File: src/pnht_pkg.sv
// Shared types and codes for the procedure name hash table.
`timescale 1ns / 1ps

package pnht_pkg;

    localparam int HASH_W     = 32;
    localparam int HASH_SHIFT = 29;

    typedef enum logic [1:0]
    {
        CMD_KEY    = 2'd0,
        CMD_CREATE = 2'd1,
        CMD_LOOKUP = 2'd2,
        CMD_REMOVE = 2'd3
    } cmd_code_t;

    typedef enum logic [2:0]
    {
        RES_OK        = 3'd0,
        RES_NOT_FOUND = 3'd1,
        RES_OWNED     = 3'd2,
        RES_FULL      = 3'd3,
        RES_BAD_KEY   = 3'd4
    } res_code_t;

    typedef enum logic [3:0]
    {
        ST_CLEAR,
        ST_IDLE,
        ST_MOD,
        ST_HOME,
        ST_PRB_RD,
        ST_PRB_EV,
        ST_RM_RD,
        ST_RM_EV,
        ST_WRITE,
        ST_DONE
    } state_t;

    typedef struct packed
    {
        logic      key_take;
        logic      key_clear;
        logic      latch;
        logic      mod_start;
        logic      mod_step;
        logic      pos_zero;
        logic      pos_inc;
        logic      pos_home;
        logic      pos_stride;
        logic      mem_rd;
        logic      eval;
        logic      meta_clr;
        logic      wr_entry;
        logic      wr_free;
        logic      rsp_load;
        res_code_t res;
        logic      found;
    } dp_cmd_t;

    typedef struct packed
    {
        logic bad_key;
        logic mod_last;
        logic hit;
        logic owner_eq;
        logic free_any;
        logic wrap;
        logic sweep_last;
        logic rm_match;
        logic rsp_busy;
        logic rsp_valid;
    } dp_stat_t;

endpackage

File: src/pnht_ctrl.sv
// Controller: sequences clearing, key intake, probing, removal and result hand-off.
`timescale 1ns / 1ps

module pnht_ctrl (
    input  logic                clk,
    input  logic                rst_n,
    input  logic                req_valid,
    output logic                req_stall,
    input  pnht_pkg::cmd_code_t cmd,
    input  pnht_pkg::dp_stat_t  stat,
    output pnht_pkg::dp_cmd_t   ctl
);
    import pnht_pkg::*;

    state_t    state_reg, state_next;
    cmd_code_t op_reg, op_next;
    res_code_t res_reg, res_next;
    logic      found_reg, found_next;
    logic      sel_free_reg, sel_free_next;

    always_ff @(posedge clk or negedge rst_n)
    begin
        if (!rst_n)
        begin
            state_reg    <= ST_CLEAR;
            op_reg       <= CMD_KEY;
            res_reg      <= RES_OK;
            found_reg    <= 1'b0;
            sel_free_reg <= 1'b0;
        end
        else
        begin
            state_reg    <= state_next;
            op_reg       <= op_next;
            res_reg      <= res_next;
            found_reg    <= found_next;
            sel_free_reg <= sel_free_next;
        end
    end

    always_comb
    begin
        state_next    = state_reg;
        op_next       = op_reg;
        res_next      = res_reg;
        found_next    = found_reg;
        sel_free_next = sel_free_reg;
        ctl           = '0;
        ctl.res       = res_reg;
        ctl.found     = found_reg;

        case (state_reg)
            ST_CLEAR:
            begin
                ctl.meta_clr = 1'b1;
                if (stat.sweep_last)
                begin
                    ctl.pos_zero = 1'b1;
                    state_next   = ST_IDLE;
                end
                else
                begin
                    ctl.pos_inc = 1'b1;
                end
            end
            ST_IDLE:
            begin
                if (req_valid)
                begin
                    op_next    = cmd;
                    found_next = 1'b0;
                    res_next   = RES_OK;
                    case (cmd)
                        CMD_KEY:
                        begin
                            ctl.key_take = 1'b1;
                        end
                        CMD_REMOVE:
                        begin
                            ctl.latch    = 1'b1;
                            ctl.pos_zero = 1'b1;
                            state_next   = ST_RM_RD;
                        end
                        default:
                        begin
                            ctl.latch = 1'b1;
                            if (stat.bad_key)
                            begin
                                res_next   = RES_BAD_KEY;
                                state_next = ST_DONE;
                            end
                            else
                            begin
                                ctl.mod_start = 1'b1;
                                state_next    = ST_MOD;
                            end
                        end
                    endcase
                end
            end
            ST_MOD:
            begin
                ctl.mod_step = 1'b1;
                if (stat.mod_last)
                begin
                    state_next = ST_HOME;
                end
            end
            ST_HOME:
            begin
                ctl.pos_home = 1'b1;
                state_next   = ST_PRB_RD;
            end
            ST_PRB_RD:
            begin
                ctl.mem_rd = 1'b1;
                state_next = ST_PRB_EV;
            end
            ST_PRB_EV:
            begin
                ctl.eval = 1'b1;
                if (stat.hit)
                begin
                    if (op_reg == CMD_LOOKUP)
                    begin
                        found_next = 1'b1;
                        state_next = ST_DONE;
                    end
                    else if (stat.owner_eq)
                    begin
                        sel_free_next = 1'b0;
                        state_next    = ST_WRITE;
                    end
                    else
                    begin
                        res_next   = RES_OWNED;
                        state_next = ST_DONE;
                    end
                end
                else if (stat.wrap)
                begin
                    if (op_reg == CMD_LOOKUP)
                    begin
                        res_next   = RES_NOT_FOUND;
                        state_next = ST_DONE;
                    end
                    else if (stat.free_any)
                    begin
                        sel_free_next = 1'b1;
                        state_next    = ST_WRITE;
                    end
                    else
                    begin
                        res_next   = RES_FULL;
                        state_next = ST_DONE;
                    end
                end
                else
                begin
                    ctl.pos_stride = 1'b1;
                    state_next     = ST_PRB_RD;
                end
            end
            ST_RM_RD:
            begin
                ctl.mem_rd = 1'b1;
                state_next = ST_RM_EV;
            end
            ST_RM_EV:
            begin
                ctl.meta_clr = stat.rm_match;
                if (stat.sweep_last)
                begin
                    state_next = ST_DONE;
                end
                else
                begin
                    ctl.pos_inc = 1'b1;
                    state_next  = ST_RM_RD;
                end
            end
            ST_WRITE:
            begin
                ctl.wr_entry = 1'b1;
                ctl.wr_free  = sel_free_reg;
                state_next   = ST_DONE;
            end
            ST_DONE:
            begin
                if (!stat.rsp_busy)
                begin
                    ctl.rsp_load  = 1'b1;
                    ctl.key_clear = 1'b1;
                    state_next    = ST_IDLE;
                end
            end
            default:
            begin
                state_next = ST_IDLE;
            end
        endcase
    end

    assign req_stall = (state_reg != ST_IDLE);

    a_done_loads: assert property (@(posedge clk) disable iff (!rst_n)
        state_reg == ST_DONE && !stat.rsp_busy |=> stat.rsp_valid && state_reg == ST_IDLE)
        else $error("result word not loaded on completion");

    a_write_ok: assert property (@(posedge clk) disable iff (!rst_n)
        state_reg == ST_WRITE |-> res_reg == RES_OK && op_reg == CMD_CREATE)
        else $error("slot written by a failing or non-create command");

    a_lookup_no_write: assert property (@(posedge clk) disable iff (!rst_n)
        op_reg == CMD_LOOKUP && state_reg != ST_IDLE && state_reg != ST_CLEAR
        |-> !ctl.wr_entry && !ctl.meta_clr)
        else $error("lookup modified the table");

endmodule

File: config.mk
export PLATFORM = sky130hd
export DESIGN_NAME = pnht_ctrl
export DESIGN_NICKNAME = d
export VERILOG_FILES = /design/src/pnht_pkg.sv /design/src/pnht_ctrl.sv
export SDC_FILE = /design/constraint.sdc
export NUM_CORES = 1
export LEC_CHECK = 0
export ABC_AREA = 0
export BUFFER_PORTS_ARGS = -buffer_cell sky130_fd_sc_hd__buf_2
export CAP_MARGIN = 20
export CORE_MARGIN = 10
export CORE_UTILIZATION = 30
export CTS_BUF_LIST = sky130_fd_sc_hd__clkbuf_16
export DETAILED_ROUTE_END_ITERATION = 16
export MAX_ROUTING_LAYER = met4
export PLACE_DENSITY_LB_ADDON = 0.3
export SLEW_MARGIN = 15
export SYNTH_ARGS = -nofsm -noshare
export SYNTH_HDL_FRONTEND = slang
export SYNTH_SLANG_ARGS = --single-unit
File: constraint.sdc
create_clock -name clk -period 5.1 [get_ports clk]
set_input_delay 1.02 -clock clk [delete_from_list [all_inputs] [get_ports clk]]
set_output_delay 1.02 -clock clk [all_outputs]
set_load 0.03 [all_outputs]
### Yosys cells after proc, flatten, opt, wreduce, memory -nomap -nowiden

Index checks and enable logic that the tools add are counted.
W data, S select, Z words.

| word-level totals | value |
|---|---|
| register bits after elaboration | 11 |
| output and inout bits | 20 |

| operators by class | value |
|---|---|
| equal/unequal tests | 24 |
| multiplexer cells | 59 |
| bitwise gates (word level) | 1 |
| reduce and logical (&&, ||, !) cells | 13 |

Operator list:

| operator | number |
|---|---|
| $pmux W4 S10 | 1 |
| $mux W1 | 33 |
| $mux W4 | 8 |
| $mux W3 | 9 |
| $eq A4 B3 Y1 const B | 4 |
| $ne A2 B2 Y1 const B | 8 |
| $reduce_and A5 Y1 | 2 |
| $ne A3 B3 Y1 const B | 3 |
| $eq A4 B2 Y1 const B | 2 |
| $eq A4 B4 Y1 const B | 2 |
| $pmux W4 S2 | 1 |
| $mux W2 | 3 |
| $pmux W1 S2 | 3 |
| $pmux W3 S2 | 1 |
| $reduce_and A6 Y1 | 1 |
| $reduce_bool A2 Y1 | 3 |
| $reduce_or A2 Y1 | 3 |
| $eq A2 B2 Y1 const B | 2 |
| $eq A4 B1 Y1 const B | 1 |
| $logic_not A4 Y1 | 1 |
| $ne A4 B1 Y1 const B | 1 |
| $ne A4 B4 Y1 const B | 1 |
| $reduce_and A4 Y1 | 1 |
| $logic_not A2 Y1 | 1 |
| other kinds (2) | 2 |

### Depth between registers and ports, before layout

| logic depth | value |
|---|---|
| depth in word-level cells | 5 |
| mapped depth | 6 |
| mapped depth without buffers | 6 |

### Worst setup path before layout

No wires, ideal clock.

| path | value |
|---|---|
| path kind | input-to-output |
| start | input port stat[1] (netlist name) |
| end | output port ctl[17] (netlist name) |
| arrival time | 2.063 ns |
| data required time | 4.080 ns |
| path slack | 2.017 ns |
| cell stages on the path | 2 |
| buffers on the path | 1 |
| path through | nor3_1 -> buf_4 |

RTL lines:

| item | RTL line | text |
|---|---|---|
| start: declaration | pnht_ctrl.sv:10 | `input pnht_pkg::dp_stat_t stat,` |
| end: declaration | pnht_ctrl.sv:11 | `output pnht_pkg::dp_cmd_t ctl` |

==> impl_summary.log <==
[metrics] startpoint of the worst-slack reg-to-reg timing path: state_reg[0]
[metrics] total number of yosys warnings: 0
[metrics] GRT busiest layer: met2
[metrics] post-synth design cell area: 875 um2
[metrics] Max Freq: 344 MHz
[metrics] Worst Path Buf+Inv: 3
[metrics] setup slack after layout: 2190 ps
[metrics] count of pins over their slew limit: 0
[metrics] Setup CP Type: in2out
[metrics] Total Negative Setup Slacks: 0 ps
[metrics] Finish-stage setup viols: 0
[metrics] final antenna-violating net count: 0
[metrics] met2 capacity usage during global routing: 14.6%
[metrics] largest net degree at the start of global routing: 21
[metrics] commonest cells in the synthesized netlist: sky130_fd_sc_hd__dfrtp_1 (11), sky130_fd_sc_hd__inv_1 (10), sky130_fd_sc_hd__nand2_1 (9), sky130_fd_sc_hd__nor2_1 (9), sky130_fd_sc_hd__a21oi_1 (8)
[metrics] crit path capture type: primary output
[metrics] result of the run: finished clean
[metrics] number of clock buffers inserted by TritonCTS: 3
[metrics] startpoint of the worst hold path: res_reg[2]
[metrics] I/O pins: 35
[metrics] Initial Util: 31.4%
[metrics] clock-pin slew on the worst setup and hold paths: about 40 ps
[metrics] final core area utilization: between 30 and 40%
[metrics] CTS hold repair buffers: 0
[metrics] post-layout instance area: around 0.0011 mm2
[metrics] top cells by area in the synthesized netlist: sky130_fd_sc_hd__dfrtp_1 (31%), sky130_fd_sc_hd__a21oi_1 (4.6%), sky130_fd_sc_hd__inv_1 (4.3%)
[metrics] area share of the leading cell type in the synthesized netlist: about a third
[metrics] routability-driven placement congestion ratio: approximately 0.85
[metrics] actual transition at the worst max-transition pin: 562 ps
[metrics] GR Util met3: under 10%
[metrics] antenna diode count: 0
[metrics] element type at the critical path start: primary input
[metrics] total vias in the final route: approximately 910
[metrics] global-route wire length before repair: between 4000 and 5000 um
[metrics] GR Overflow Total: 0
[metrics] final wirelength: between 2000 and 3000 um
[metrics] reg2reg setup slack: ~3100 ps
[metrics] met1 layer usage reported by global route: ~11%
[metrics] number of levels in the clock H-tree: 1
[metrics] unrepaired setup endpoints after global routing: no
[metrics] Remaining DRCs: 0
[metrics] total placed instance area: slightly above 0.001 mm2
[metrics] fraction of final layout cells with drive strength greater than 1: 28.3%
[metrics] max capacitance violation total: 0
[metrics] number of synthesized register bits: 11
[metrics] P&R area growth vs syn: 27.0%
[metrics] Net Count, Synth: ~130
[metrics] Critical-path top delay cell: sky130_fd_sc_hd__ha_1
[metrics] final HPWL from detailed placement: ~2000 um
[metrics] Clock Root Buffer: sky130_fd_sc_hd__clkbuf_16
[metrics] most prevalent standard cell on the critical path: sky130_fd_sc_hd__buf_2
[metrics] Final Total Pwr: around 640 uW
[metrics] maximum number of buffers from clock root to sink: 2
[metrics] top_reg_cell synth: sky130_fd_sc_hd__dfrtp_1
[metrics] worst max-slew margin expressed relative to the limit: 62.5%
[metrics] start point of the critical path: cmd[1]
[metrics] area of the die: 0.00548 mm2
[metrics] floorplan row count: 19
[metrics] Clk Latency, worst-skew pair: roughly 240 ps
[metrics] worst setup slack before clock tree synthesis: around 2200 ps
[metrics] global router's overall resource usage: a little under a tenth
[metrics] type of the tightest min-delay check: reg2reg
[metrics] cell family contributing the most delay on the critical path: buffers and inverters
[metrics] clock period minus worst slack: 2910 ps
[metrics] final net count: around 160
[metrics] number of enable-type register cells in the synthesized netlist: 0
[metrics] Final Hold Viols: 0
[metrics] Yosys cell types: 40
[metrics] fraction of the yosys area taken by sequential cells: a little under a third
[metrics] Layout Skew: 0.557 ps
[metrics] cells resized by post-CTS repair: 0
[metrics] Critical Path RT: 4080 ps
[metrics] asr flop ratio synth: between 90% and 100%
[metrics] Avg WL per Cell: ~15 um
[metrics] top cell type by total area after synthesis: sky130_fd_sc_hd__dfrtp_1
[metrics] 1st-iter DRT viols: 34
[metrics] average via count per standard cell: between 5 and 6
[metrics] list of cells traversed by the critical path: buf_2 -> inv_1 -> ha_1 -> nand4_1 -> nor2_1 -> buf_2
[metrics] Initial DRT Pass Iterations: 4
[metrics] die span in y: approximately 74 um
[metrics] Arr. time, crit path: about 1900 ps
[metrics] buffers added on ports: 33
[metrics] setup fix buffers added after clock tree synthesis: 0
[metrics] core footprint: approximately 0.0028 mm2
[metrics] Syn Area/Cell: 7.95 um2
[metrics] TritonCTS clock tree: built
[metrics] Lkg Pwr: roughly 0.57 nW
[metrics] # fillers: ~300
[metrics] highest ir drop seen on vdd: roughly 0.31 mV
[metrics] antenna violations before repair: 0
[metrics] highest fanout seen on the critical path: 2
[metrics] max FFs per register: 4
[metrics] pwr dens: between 500 and 600 mW/mm2
[metrics] portion of the clock cycle consumed by the worst path in the final layout: 57.0%
[metrics] TritonCTS sink count: 11
[metrics] die outline width: between 70 and 80 um
[metrics] vias in the first global route: about 860
[metrics] post-synthesis cell count: between 100 and 150
[metrics] peak per-stage delay on the critical path: between 200 and 300 ps
[metrics] cell with the most instances after synthesis: sky130_fd_sc_hd__dfrtp_1
==> metal layers <==
metal	vias up	part of all wire [%]
li1	454	-
met1	429	43
met2	28	50
met3	2	6.1
met4	0	0.52
met5	-	0
==> placed cells by master (no fill, tap or decap), types with 2 or more instances in the layout <==
cell	instances
sky130_fd_sc_hd__nor3_1	3
sky130_fd_sc_hd__and3_1	2
sky130_fd_sc_hd__nor2b_1	4
sky130_fd_sc_hd__dfrtp_1	11
sky130_fd_sc_hd__a31oi_1	2
sky130_fd_sc_hd__nand4_1	2
sky130_fd_sc_hd__nand3_1	5
sky130_fd_sc_hd__nor2_1	9
sky130_fd_sc_hd__clkbuf_16	3
sky130_fd_sc_hd__nand2b_1	3
sky130_fd_sc_hd__o21ai_0	3
sky130_fd_sc_hd__or3_1	3
sky130_fd_sc_hd__nand2_1	9
sky130_fd_sc_hd__buf_2	33
sky130_fd_sc_hd__inv_1	11
sky130_fd_sc_hd__a21oi_1	8
sky130_fd_sc_hd__a211oi_1	3
sky130_fd_sc_hd__o31ai_1	2
sky130_fd_sc_hd__ha_1	2
==> report_power, final <==
group          internal (mW)  leakage, nW  switching [mW]  total, mW
clock network          0.103       0.0423          0.0370      0.140
logic                  0.119        0.383           0.202      0.320
registers              0.118        0.142          0.0567      0.175
==> worst reg2reg max path, cell delays in order, from the launching register on <==
cell                        delay [ps]
sky130_fd_sc_hd__dfrtp_1           690
sky130_fd_sc_hd__nand2b_1          270
sky130_fd_sc_hd__a2111oi_2         480
sky130_fd_sc_hd__nand3_1           190
sky130_fd_sc_hd__a32o_1            230
==> through the flow <==
step | instances | hold slack (ps)
after global routing | 169 | 505
after CTS | 169 | 488
after global placement | 165 | 470
after floorplan | 110 | 457
after detailed placement | 165 | 473
final | 169 | 481
==> final timing paths <==
kind	endpoint	cells past startpoint
max in group asynchronous	op_reg[1]	1
worst max register to register	res_reg[0]	4
worst max-delay path	ctl[15]	6
min in group asynchronous	sel_free_reg	1
worst min register to register	res_reg[2]	1
worst min-delay path	res_reg[2]	1
==> area by class of cell <==
type	instances	area, um2	share of cell area (%)
clock inverter	1	3.75	0.338
inverter	10	37.5	3.38
timing repair buffer	33	165	14.9
sequential	11	275	24.8
tap	31	38.8	3.49
multi-input combinational	80	515	46.4
clock buffer	3	75.1	6.76
==> kinds of logic (layout without fill, tap and decap cells) <==
family          Yosys count  after routing  share of synthesized area [%]
simple gates             46             46                           28.6
compound gates           30             30                           24.6
buf+inv                  19             47                           9.59
flops                    11             11                           31.5
fa+ha+maj                 2              2                           2.86
mux                       2              2                           2.86
No activity file was read; power rests on OpenSTA's default activity.
